### src/design/pq_pkg.sv
// Shared constants and types for the two-lane product-quantized dot-product core.
package pq_pkg;

  localparam int CODE_COUNT_DEF   = 256;
  localparam int MAX_ELEMENTS_DEF = 4096;

  localparam int CODE_W      = 8;
  localparam int VAL_W       = 8;
  localparam int PROD_W      = 2 * VAL_W;
  localparam int SUM_W       = 32;
  localparam int COUNT_OUT_W = 13;

  localparam int QUEUE_DEPTH = 4;
  localparam int QUEUE_CNT_W = $clog2(QUEUE_DEPTH + 1);
  localparam int OUT_DEPTH   = 2;
  localparam int OUT_CNT_W   = $clog2(OUT_DEPTH + 1);

  localparam logic ACT_WRITE = 1'b0;
  localparam logic ACT_ACC   = 1'b1;

  // Accumulate request after codebook lookup, handed from front to back
  typedef struct packed {
    logic signed [VAL_W-1:0] even_cb;
    logic signed [VAL_W-1:0] odd_cb;
    logic signed [VAL_W-1:0] x;
    logic                    last;
  } acc_item_t;

  typedef struct packed {
    logic signed [SUM_W-1:0] even_sum;
    logic signed [SUM_W-1:0] odd_sum;
    logic [COUNT_OUT_W-1:0]  element_count;
  } result_t;

endpackage

### src/design/pq_ram.sv
// Generic single-port RAM with registered read data.
module pq_ram #(
  parameter int WIDTH = 8,
  parameter int DEPTH = 256
) (
  input  logic                     clk,
  input  logic                     we,
  input  logic [$clog2(DEPTH)-1:0] addr,
  input  logic [WIDTH-1:0]         wdata,
  output logic [WIDTH-1:0]         rdata
);

  logic [WIDTH-1:0] mem [DEPTH];
  logic [WIDTH-1:0] rdata_r;

  always_ff @(posedge clk) begin
    if (we) begin
      mem[addr] <= wdata;
    end
    rdata_r <= mem[addr];
  end

  assign rdata = rdata_r;

endmodule

### src/design/pq_fifo.sv
// Generic small first-in first-out queue built from flip-flops.
module pq_fifo #(
  parameter int W = 8,
  parameter int D = 4
) (
  input  logic                     clk,
  input  logic                     rst_n,
  input  logic                     push,
  input  logic [W-1:0]             push_data,
  input  logic                     pop,
  output logic [W-1:0]             head,
  output logic                     empty,
  output logic [$clog2(D+1)-1:0]   count
);

  localparam int AW = (D > 1) ? $clog2(D) : 1;
  localparam int CW = $clog2(D + 1);

  logic [W-1:0]  store_r [D];
  logic [AW-1:0] wr_ptr_r, wr_ptr_nxt;
  logic [AW-1:0] rd_ptr_r, rd_ptr_nxt;
  logic [CW-1:0] count_r, count_nxt;

  always_comb begin
    wr_ptr_nxt = wr_ptr_r;
    rd_ptr_nxt = rd_ptr_r;
    count_nxt  = count_r;
    if (push) begin
      wr_ptr_nxt = (wr_ptr_r == AW'(D - 1)) ? '0 : wr_ptr_r + 1'b1;
    end
    if (pop) begin
      rd_ptr_nxt = (rd_ptr_r == AW'(D - 1)) ? '0 : rd_ptr_r + 1'b1;
    end
    if (push && !pop) begin
      count_nxt = count_r + 1'b1;
    end else if (pop && !push) begin
      count_nxt = count_r - 1'b1;
    end
  end

  always_ff @(posedge clk) begin
    if (!rst_n) begin
      wr_ptr_r <= '0;
      rd_ptr_r <= '0;
      count_r  <= '0;
    end else begin
      wr_ptr_r <= wr_ptr_nxt;
      rd_ptr_r <= rd_ptr_nxt;
      count_r  <= count_nxt;
    end
  end

  always_ff @(posedge clk) begin
    if (push) begin
      store_r[wr_ptr_r] <= push_data;
    end
  end

  assign head  = store_r[rd_ptr_r];
  assign empty = (count_r == '0);
  assign count = count_r;

endmodule

### src/design/pq_front.sv
// Front end: takes requests, writes the codebook, looks up codes and queues accumulates.
module pq_front import pq_pkg::*; #(
  parameter int CODE_COUNT = CODE_COUNT_DEF
) (
  input  logic                    clk,
  input  logic                    rst_n,
  input  logic                    push,
  output logic                    full,
  input  logic                    in_action,
  input  logic [CODE_W-1:0]       in_code_index,
  input  logic signed [VAL_W-1:0] in_even_entry,
  input  logic signed [VAL_W-1:0] in_odd_entry,
  input  logic signed [VAL_W-1:0] in_x_value,
  input  logic                    in_last,
  input  logic [QUEUE_CNT_W-1:0]  q_count,
  output logic                    q_push,
  output acc_item_t               q_item
);

  localparam int AW = $clog2(CODE_COUNT);

  logic                    accept;
  logic                    hit;
  logic                    book_we;
  logic [AW-1:0]           book_addr;
  logic [VAL_W-1:0]        even_rd, odd_rd;
  logic                    s1_v_r;
  logic                    s1_hit_r;
  logic signed [VAL_W-1:0] s1_x_r;
  logic                    s1_last_r;
  logic [QUEUE_CNT_W:0]    pending;

  // Reserve a queue slot for the lookup still in flight
  assign pending = {1'b0, q_count} + (QUEUE_CNT_W + 1)'(s1_v_r);
  assign full    = (pending >= (QUEUE_CNT_W + 1)'(QUEUE_DEPTH));
  assign accept  = push && !full;

  assign hit       = ({1'b0, in_code_index} < (CODE_W + 1)'(CODE_COUNT));
  assign book_addr = in_code_index[AW-1:0];
  assign book_we   = accept && (in_action == ACT_WRITE) && hit;

  pq_ram #(.WIDTH(VAL_W), .DEPTH(CODE_COUNT)) u_even_book (
    .clk   (clk),
    .we    (book_we),
    .addr  (book_addr),
    .wdata (in_even_entry),
    .rdata (even_rd)
  );

  pq_ram #(.WIDTH(VAL_W), .DEPTH(CODE_COUNT)) u_odd_book (
    .clk   (clk),
    .we    (book_we),
    .addr  (book_addr),
    .wdata (in_odd_entry),
    .rdata (odd_rd)
  );

  always_ff @(posedge clk) begin
    if (!rst_n) begin
      s1_v_r <= 1'b0;
    end else begin
      s1_v_r <= accept && (in_action == ACT_ACC);
    end
  end

  always_ff @(posedge clk) begin
    if (accept) begin
      s1_hit_r  <= hit;
      s1_x_r    <= in_x_value;
      s1_last_r <= in_last;
    end
  end

  // Codes beyond the codebook read as zero
  always_comb begin
    q_push         = s1_v_r;
    q_item.even_cb = s1_hit_r ? $signed(even_rd) : '0;
    q_item.odd_cb  = s1_hit_r ? $signed(odd_rd) : '0;
    q_item.x       = s1_x_r;
    q_item.last    = s1_last_r;
  end

endmodule

### src/design/pq_back.sv
// Back end: multiplies looked-up codebook values by the input and accumulates both lanes.
module pq_back import pq_pkg::*; #(
  parameter int MAX_ELEMENTS = MAX_ELEMENTS_DEF
) (
  input  logic                 clk,
  input  logic                 rst_n,
  input  acc_item_t            q_head,
  input  logic                 q_empty,
  output logic                 q_pop,
  input  logic [OUT_CNT_W-1:0] res_count,
  output logic                 res_push,
  output result_t              res
);

  localparam int CNT_W = $clog2(MAX_ELEMENTS + 1);

  logic                     a_v_r;
  logic signed [PROD_W-1:0] a_prod_e_r, a_prod_o_r;
  logic                     a_last_r;
  logic                     a_adv;
  logic                     take;
  logic signed [SUM_W-1:0]  acc_e_r, acc_e_nxt, sum_e;
  logic signed [SUM_W-1:0]  acc_o_r, acc_o_nxt, sum_o;
  logic [CNT_W-1:0]         cnt_r, cnt_nxt, cnt_sum;
  logic [CNT_W+COUNT_OUT_W-1:0] cnt_ext;

  // Hold a final element while the result queue has no room
  assign a_adv = a_v_r && (!a_last_r || (res_count != OUT_CNT_W'(OUT_DEPTH)));
  assign q_pop = !q_empty && (!a_v_r || a_adv);

  always_ff @(posedge clk) begin
    if (!rst_n) begin
      a_v_r <= 1'b0;
    end else if (q_pop) begin
      a_v_r <= 1'b1;
    end else if (a_adv) begin
      a_v_r <= 1'b0;
    end
  end

  always_ff @(posedge clk) begin
    if (q_pop) begin
      a_prod_e_r <= q_head.even_cb * q_head.x;
      a_prod_o_r <= q_head.odd_cb * q_head.x;
      a_last_r   <= q_head.last;
    end
  end

  // Drop elements past the vector length limit
  assign take    = (cnt_r < CNT_W'(MAX_ELEMENTS));
  assign sum_e   = take ? acc_e_r + {{(SUM_W - PROD_W){a_prod_e_r[PROD_W-1]}}, a_prod_e_r}
                        : acc_e_r;
  assign sum_o   = take ? acc_o_r + {{(SUM_W - PROD_W){a_prod_o_r[PROD_W-1]}}, a_prod_o_r}
                        : acc_o_r;
  assign cnt_sum = cnt_r + CNT_W'(take);
  assign cnt_ext = {{COUNT_OUT_W{1'b0}}, cnt_sum};

  always_comb begin
    acc_e_nxt = acc_e_r;
    acc_o_nxt = acc_o_r;
    cnt_nxt   = cnt_r;
    if (a_adv) begin
      if (a_last_r) begin
        acc_e_nxt = '0;
        acc_o_nxt = '0;
        cnt_nxt   = '0;
      end else begin
        acc_e_nxt = sum_e;
        acc_o_nxt = sum_o;
        cnt_nxt   = cnt_sum;
      end
    end
  end

  always_ff @(posedge clk) begin
    if (!rst_n) begin
      acc_e_r <= '0;
      acc_o_r <= '0;
      cnt_r   <= '0;
    end else begin
      acc_e_r <= acc_e_nxt;
      acc_o_r <= acc_o_nxt;
      cnt_r   <= cnt_nxt;
    end
  end

  assign res_push          = a_adv && a_last_r;
  assign res.even_sum      = sum_e;
  assign res.odd_sum       = sum_o;
  assign res.element_count = cnt_ext[COUNT_OUT_W-1:0];

endmodule

### src/design/pq_lut_dot_product_two_lane.sv
// Top level of the two-lane product-quantized dot-product core.
//
//   channel  | handshake           | payload
//   ---------+---------------------+----------------------------------------------
//   input    | push / full         | in_action, in_code_index, in_even_entry,
//            |                     | in_odd_entry, in_x_value, in_last
//   result   | empty / pop         | out_even_sum, out_odd_sum, out_element_count
//
// One request per cycle is taken while full is low, codebook writes and accumulates alike.
// A result shows on the result ports once the request that ends the vector has passed
// through; the path is codebook RAM read, lookup queue, multiply, accumulate, result queue.
// Reset clears accumulators, count and queues; codebook contents are not cleared.
// A stalled result fills the result queue, then the lookup queue, then raises full.
module pq_lut_dot_product_two_lane import pq_pkg::*; #(
  parameter int CODE_COUNT   = CODE_COUNT_DEF,
  parameter int MAX_ELEMENTS = MAX_ELEMENTS_DEF
) (
  input  logic                    clk,
  input  logic                    rst_n,
  input  logic                    push,
  output logic                    full,
  input  logic                    in_action,
  input  logic [CODE_W-1:0]       in_code_index,
  input  logic signed [VAL_W-1:0] in_even_entry,
  input  logic signed [VAL_W-1:0] in_odd_entry,
  input  logic signed [VAL_W-1:0] in_x_value,
  input  logic                    in_last,
  output logic                    empty,
  input  logic                    pop,
  output logic signed [SUM_W-1:0] out_even_sum,
  output logic signed [SUM_W-1:0] out_odd_sum,
  output logic [COUNT_OUT_W-1:0]  out_element_count
);

  acc_item_t            q_in_item, q_head;
  logic                 q_push, q_pop, q_empty;
  logic [QUEUE_CNT_W-1:0] q_count;
  result_t              res_in, res_head;
  logic                 res_push, res_pop;
  logic [OUT_CNT_W-1:0] res_count;

  pq_front #(.CODE_COUNT(CODE_COUNT)) u_front (
    .clk           (clk),
    .rst_n         (rst_n),
    .push          (push),
    .full          (full),
    .in_action     (in_action),
    .in_code_index (in_code_index),
    .in_even_entry (in_even_entry),
    .in_odd_entry  (in_odd_entry),
    .in_x_value    (in_x_value),
    .in_last       (in_last),
    .q_count       (q_count),
    .q_push        (q_push),
    .q_item        (q_in_item)
  );

  pq_fifo #(.W($bits(acc_item_t)), .D(QUEUE_DEPTH)) u_lookup_q (
    .clk       (clk),
    .rst_n     (rst_n),
    .push      (q_push),
    .push_data (q_in_item),
    .pop       (q_pop),
    .head      (q_head),
    .empty     (q_empty),
    .count     (q_count)
  );

  pq_back #(.MAX_ELEMENTS(MAX_ELEMENTS)) u_back (
    .clk       (clk),
    .rst_n     (rst_n),
    .q_head    (q_head),
    .q_empty   (q_empty),
    .q_pop     (q_pop),
    .res_count (res_count),
    .res_push  (res_push),
    .res       (res_in)
  );

  assign res_pop = pop && !empty;

  pq_fifo #(.W($bits(result_t)), .D(OUT_DEPTH)) u_result_q (
    .clk       (clk),
    .rst_n     (rst_n),
    .push      (res_push),
    .push_data (res_in),
    .pop       (res_pop),
    .head      (res_head),
    .empty     (empty),
    .count     (res_count)
  );

  assign out_even_sum      = res_head.even_sum;
  assign out_odd_sum       = res_head.odd_sum;
  assign out_element_count = res_head.element_count;

endmodule

### config.mk
export PLATFORM = sky130hd
export DESIGN_NAME = pq_lut_dot_product_two_lane
export DESIGN_NICKNAME = d
export VERILOG_FILES = /design/src/design/pq_pkg.sv /design/src/design/pq_ram.sv /design/src/design/pq_fifo.sv /design/src/design/pq_front.sv /design/src/design/pq_back.sv /design/src/design/pq_lut_dot_product_two_lane.sv
export SDC_FILE = /design/constraint.sdc
export NUM_CORES = 2
export LEC_CHECK = 0
export BUFFER_PORTS_ARGS = -buffer_cell sky130_fd_sc_hd__buf_4
export CELL_PAD_IN_SITES_DETAIL_PLACEMENT = 1
export CELL_PAD_IN_SITES_GLOBAL_PLACEMENT = 1
export CORE_MARGIN = 5
export CORE_UTILIZATION = 23
export DETAILED_ROUTE_END_ITERATION = 10
export PLACE_DENSITY_LB_ADDON = 0.12
export SLEW_MARGIN = 10
export SYNTH_ARGS = -nofsm -noshare
export SYNTH_HDL_FRONTEND = slang
export SYNTH_HIERARCHICAL = 1
export SYNTH_MEMORY_MAX_BITS = 65536
export SYNTH_SLANG_ARGS = --single-unit
### constraint.sdc
create_clock -name clk -period 9.3 [get_ports clk]
set_input_delay 0.465 -clock clk [delete_from_list [all_inputs] [get_ports clk]]
set_output_delay 0.465 -clock clk [all_outputs]
set_load 0.005 [all_outputs]
==> flow_metrics.tcl <==
set metrics [dict create \
    status "finished with violations" \
    violations "max-capacitance violations, max-slew violations" \
    crit_type "reg2reg" \
    rows 324 \
    cts_setup_buffers 0 \
    grt_use_met3 0.0201 \
    dp_slack_ns 2.68 \
    tightest_slew_ns 1.51 \
    crit_arrival_ns 7.23 \
    hold_class "in2reg" \
    synth_top_area_cell "edfxtp_1" \
    synthFlopType "edfxtp_1" \
    path_buf_inv 3 \
    drt_iter0_drc 6547 \
    layout_common_cells "edfxtp_1, mux4_2, clkbuf_16" \
    syn-instance-count 9021 \
    synth_fp_nets 9301 \
    antenna_found_initial 53 \
    maxCapViolations 2 \
    hold_viol_final 0 \
    async_reset_ff_frac 0 \
    crit_required_ns 10.12 \
    grt-ovfl-total 0 \
    wl_per_cell_um 27.0 \
    final_period_minus_worst_setup_slack_ns 6.41 \
    clock-skew-final_ns 0.0577 \
    rsz0062_at_grt "no" \
    cp_max_fo 25 \
    cp-end-kind "register" \
    clk_pin_slew_ns 0.06 \
    port_buffers 116 \
    cpPeakStageDelay_ns 1.05 \
    yosys.area.top_type_share 0.733 \
    final_area_mm2 0.212 \
    gp_congestion 0.727 \
    grt_pass1_vias 96700 \
    yosysWarnings 6 \
    final_cells 20300 \
    holdWs_ns 0.182 \
    synthTopCellsByArea "edfxtp_1, mux4_2, a22oi_1" \
    grt_busiest_layer "met2" \
    die_width_um 894 \
    cts-resized-gates 0 \
    ys_seq_area_frac 0.745 \
    place_area_mm2 0.194 \
    synth_cell_types 71 \
    final_nets 9712 \
    crit_family "adder cells" \
    dieArea_mm2 0.800 \
    routed_wl_um 549000 \
    drive_gt1_frac 0.235 \
    start_util 0.231 \
    p_per_area_mw_per_mm2 277 \
    power_leakage_nw 64.6 \
    drc 0 \
    grt_pass1_wl_um 775000 \
    coreArea_mm2 0.779 \
    cts-root-buf "clkbuf_16" \
    final_common_cell "edfxtp_1" \
    fin_crit_sh 0.690 \
    grt_max_degree 163 \
    relSlewSlack -0.0221 \
    path_cells "mux4_1 -> nand2b_1 -> fa_1 -> fa_1 -> inv_1 -> fa_1 -> inv_1 -> fa_1 -> inv_1 -> ha_1 -> o21ai_0 -> a21boi_0 -> o21ai_0 -> a21boi_0 -> o21a_1 -> o21ai_0 -> nand2b_1 -> a21oi_1 -> xnor2_1" \
    gr-usage-met2 0.223 \
    h-tree-depth 6 \
    setup_tns_ns 0 \
    grt_use_total 0.134 \
    ant_nets 0 \
    cts.path.max_buffers 4 \
    syn_area_mm2 0.180 \
    die_h_um 894 \
    via_count 89500 \
    slew_violations 3 \
    place_inst 19300 \
    crit_top_cell "fa_1" \
    max_freq_ghz 0.156 \
    drt_first_pass_iters 5 \
    cts_tree "built" \
    fillCellCount 79900 \
    use_met1 0.185 \
    num_io_pins 117 \
    synth_edf_count 4392 \
    final-setup-viol-count 0 \
    synth_area_per_cell_um2 19.9 \
    dp_hpwl_um 332000 \
    irDropWorstVdd_mv 0.589 \
    worst_path_max_delay_cell "mux4_1" \
    area_delta_synth_final_pct 17.6 \
    synth-seq-cells 4501 \
    worst_slack_ns 2.89 \
    worstSetupStartpointType "register" \
    cts_sinks 4501 \
    insertion_delay_ns 1.06 \
    numCtsBuffers 543 \
    vias_per_cell 4.41 \
]
## cell families (layout without fill, tap and decap cells)
group,count (synthesis),count (layout),share of synthesized area
AO/OA/AOI/OAI,1184,1184,0.0439
XOR/XNOR,102,102,0.00497
adder cells (fa/ha/maj),242,242,0.0215
buffers and inverters,724,1563,0.0182
flip-flops,4501,4501,0.745
multiplexers,1139,1139,0.138
other,0,18,0
AND/OR/NAND/NOR,1129,1129,0.0285
## registers in the layout, summed over array words and instances, names as in the netlist, 13 cells and up, named ones only
| register | count |
|---|---|
| u_back/a_prod_e_r | 16 |
| u_front/u_even_book/mem | 2048 |
| u_result_q/store_r | 154 |
| u_back/a_prod_o_r | 16 |
| u_back/acc_o_r | 32 |
| u_back/acc_e_r | 32 |
| u_lookup_q/store_r | 100 |
| u_back/cnt_r | 13 |
| u_front/u_odd_book/mem | 2048 |
## Yosys cell counts, types with 43 or more instances
| cell | count |
|---|---|
| a22oi_1 | 547 |
| mux2_2 | 54 |
| nand2_1 | 210 |
| dfxtp_1 | 109 |
| mux4_2 | 1044 |
| clkbuf_1 | 338 |
| nor2b_1 | 79 |
| xnor2_1 | 59 |
| and2_1 | 112 |
| nor2_1 | 531 |
| edfxtp_1 | 4392 |
| nor3_1 | 69 |
| xor2_1 | 43 |
| a21oi_1 | 321 |
| o41ai_1 | 69 |
| inv_1 | 193 |
| o21ai_0 | 124 |
| buf_2 | 78 |
| ha_1 | 129 |
| fa_1 | 113 |
## metrics by stage
step / power, W / utilization
after floorplan: 0.0346 / -
after global placement: 0.0390 / 0.249
after detailed placement: 0.0389 / 0.249
after CTS: 0.0600 / 0.272
after global routing: 0.0628 / 0.272
final: 0.0586 / 0.272
## power breakdown
part	internal [W]	switching [W]	total (W)	leakage (nW)
sequential	0.0235	0.000305	0.0238	40.4
combinational	0.00610	0.00802	0.0141	15.8
clock	0.0120	0.00865	0.0207	8.40
## timing repair
| action | CTS | global route |
|---|---|---|
| setup endpoints to repair | 0 | 0 |
| hold buffers | 29 | 0 |
| endpoints found under the hold margin | 1197 | 0 |
## path summary, 6_finish.rpt
kind	cells after the start	from	slack, ns	endpoint
hold / removal	2	in_x_value[6]	0.18	u_front/s1_x_r[6]
setup reg to reg	19	register	2.89	u_back/a_prod_e_r[14]
setup / recovery	19	register	2.89	u_back/a_prod_e_r[14]
hold reg to reg	2	u_back/cnt_r[0]	0.47	u_back/cnt_r[0]
## cell type report
class	instances	area [um2]	share of cell area
Clock buffer	696	14500	0.0687
Inverter	193	724	0.00342
Clock inverter	277	2790	0.0132
Timing Repair Buffer	397	3480	0.0165
Antenna cell	18	45.0	0.000213
Sequential cell	4501	134000	0.634
Multi-Input combinational cell	3796	42900	0.203
Tap cell	10400	13100	0.0617
## routing by layer
metal | vias to the layer above | wire (um)
met1 | 49000 | 248000
met2 | 2015 | 264000
li1 | 37800 | -
met3 | 664 | 24700
met5 | - | 23
met4 | 6 | 11800
Note: power is estimated with default switching activity, not from simulation.
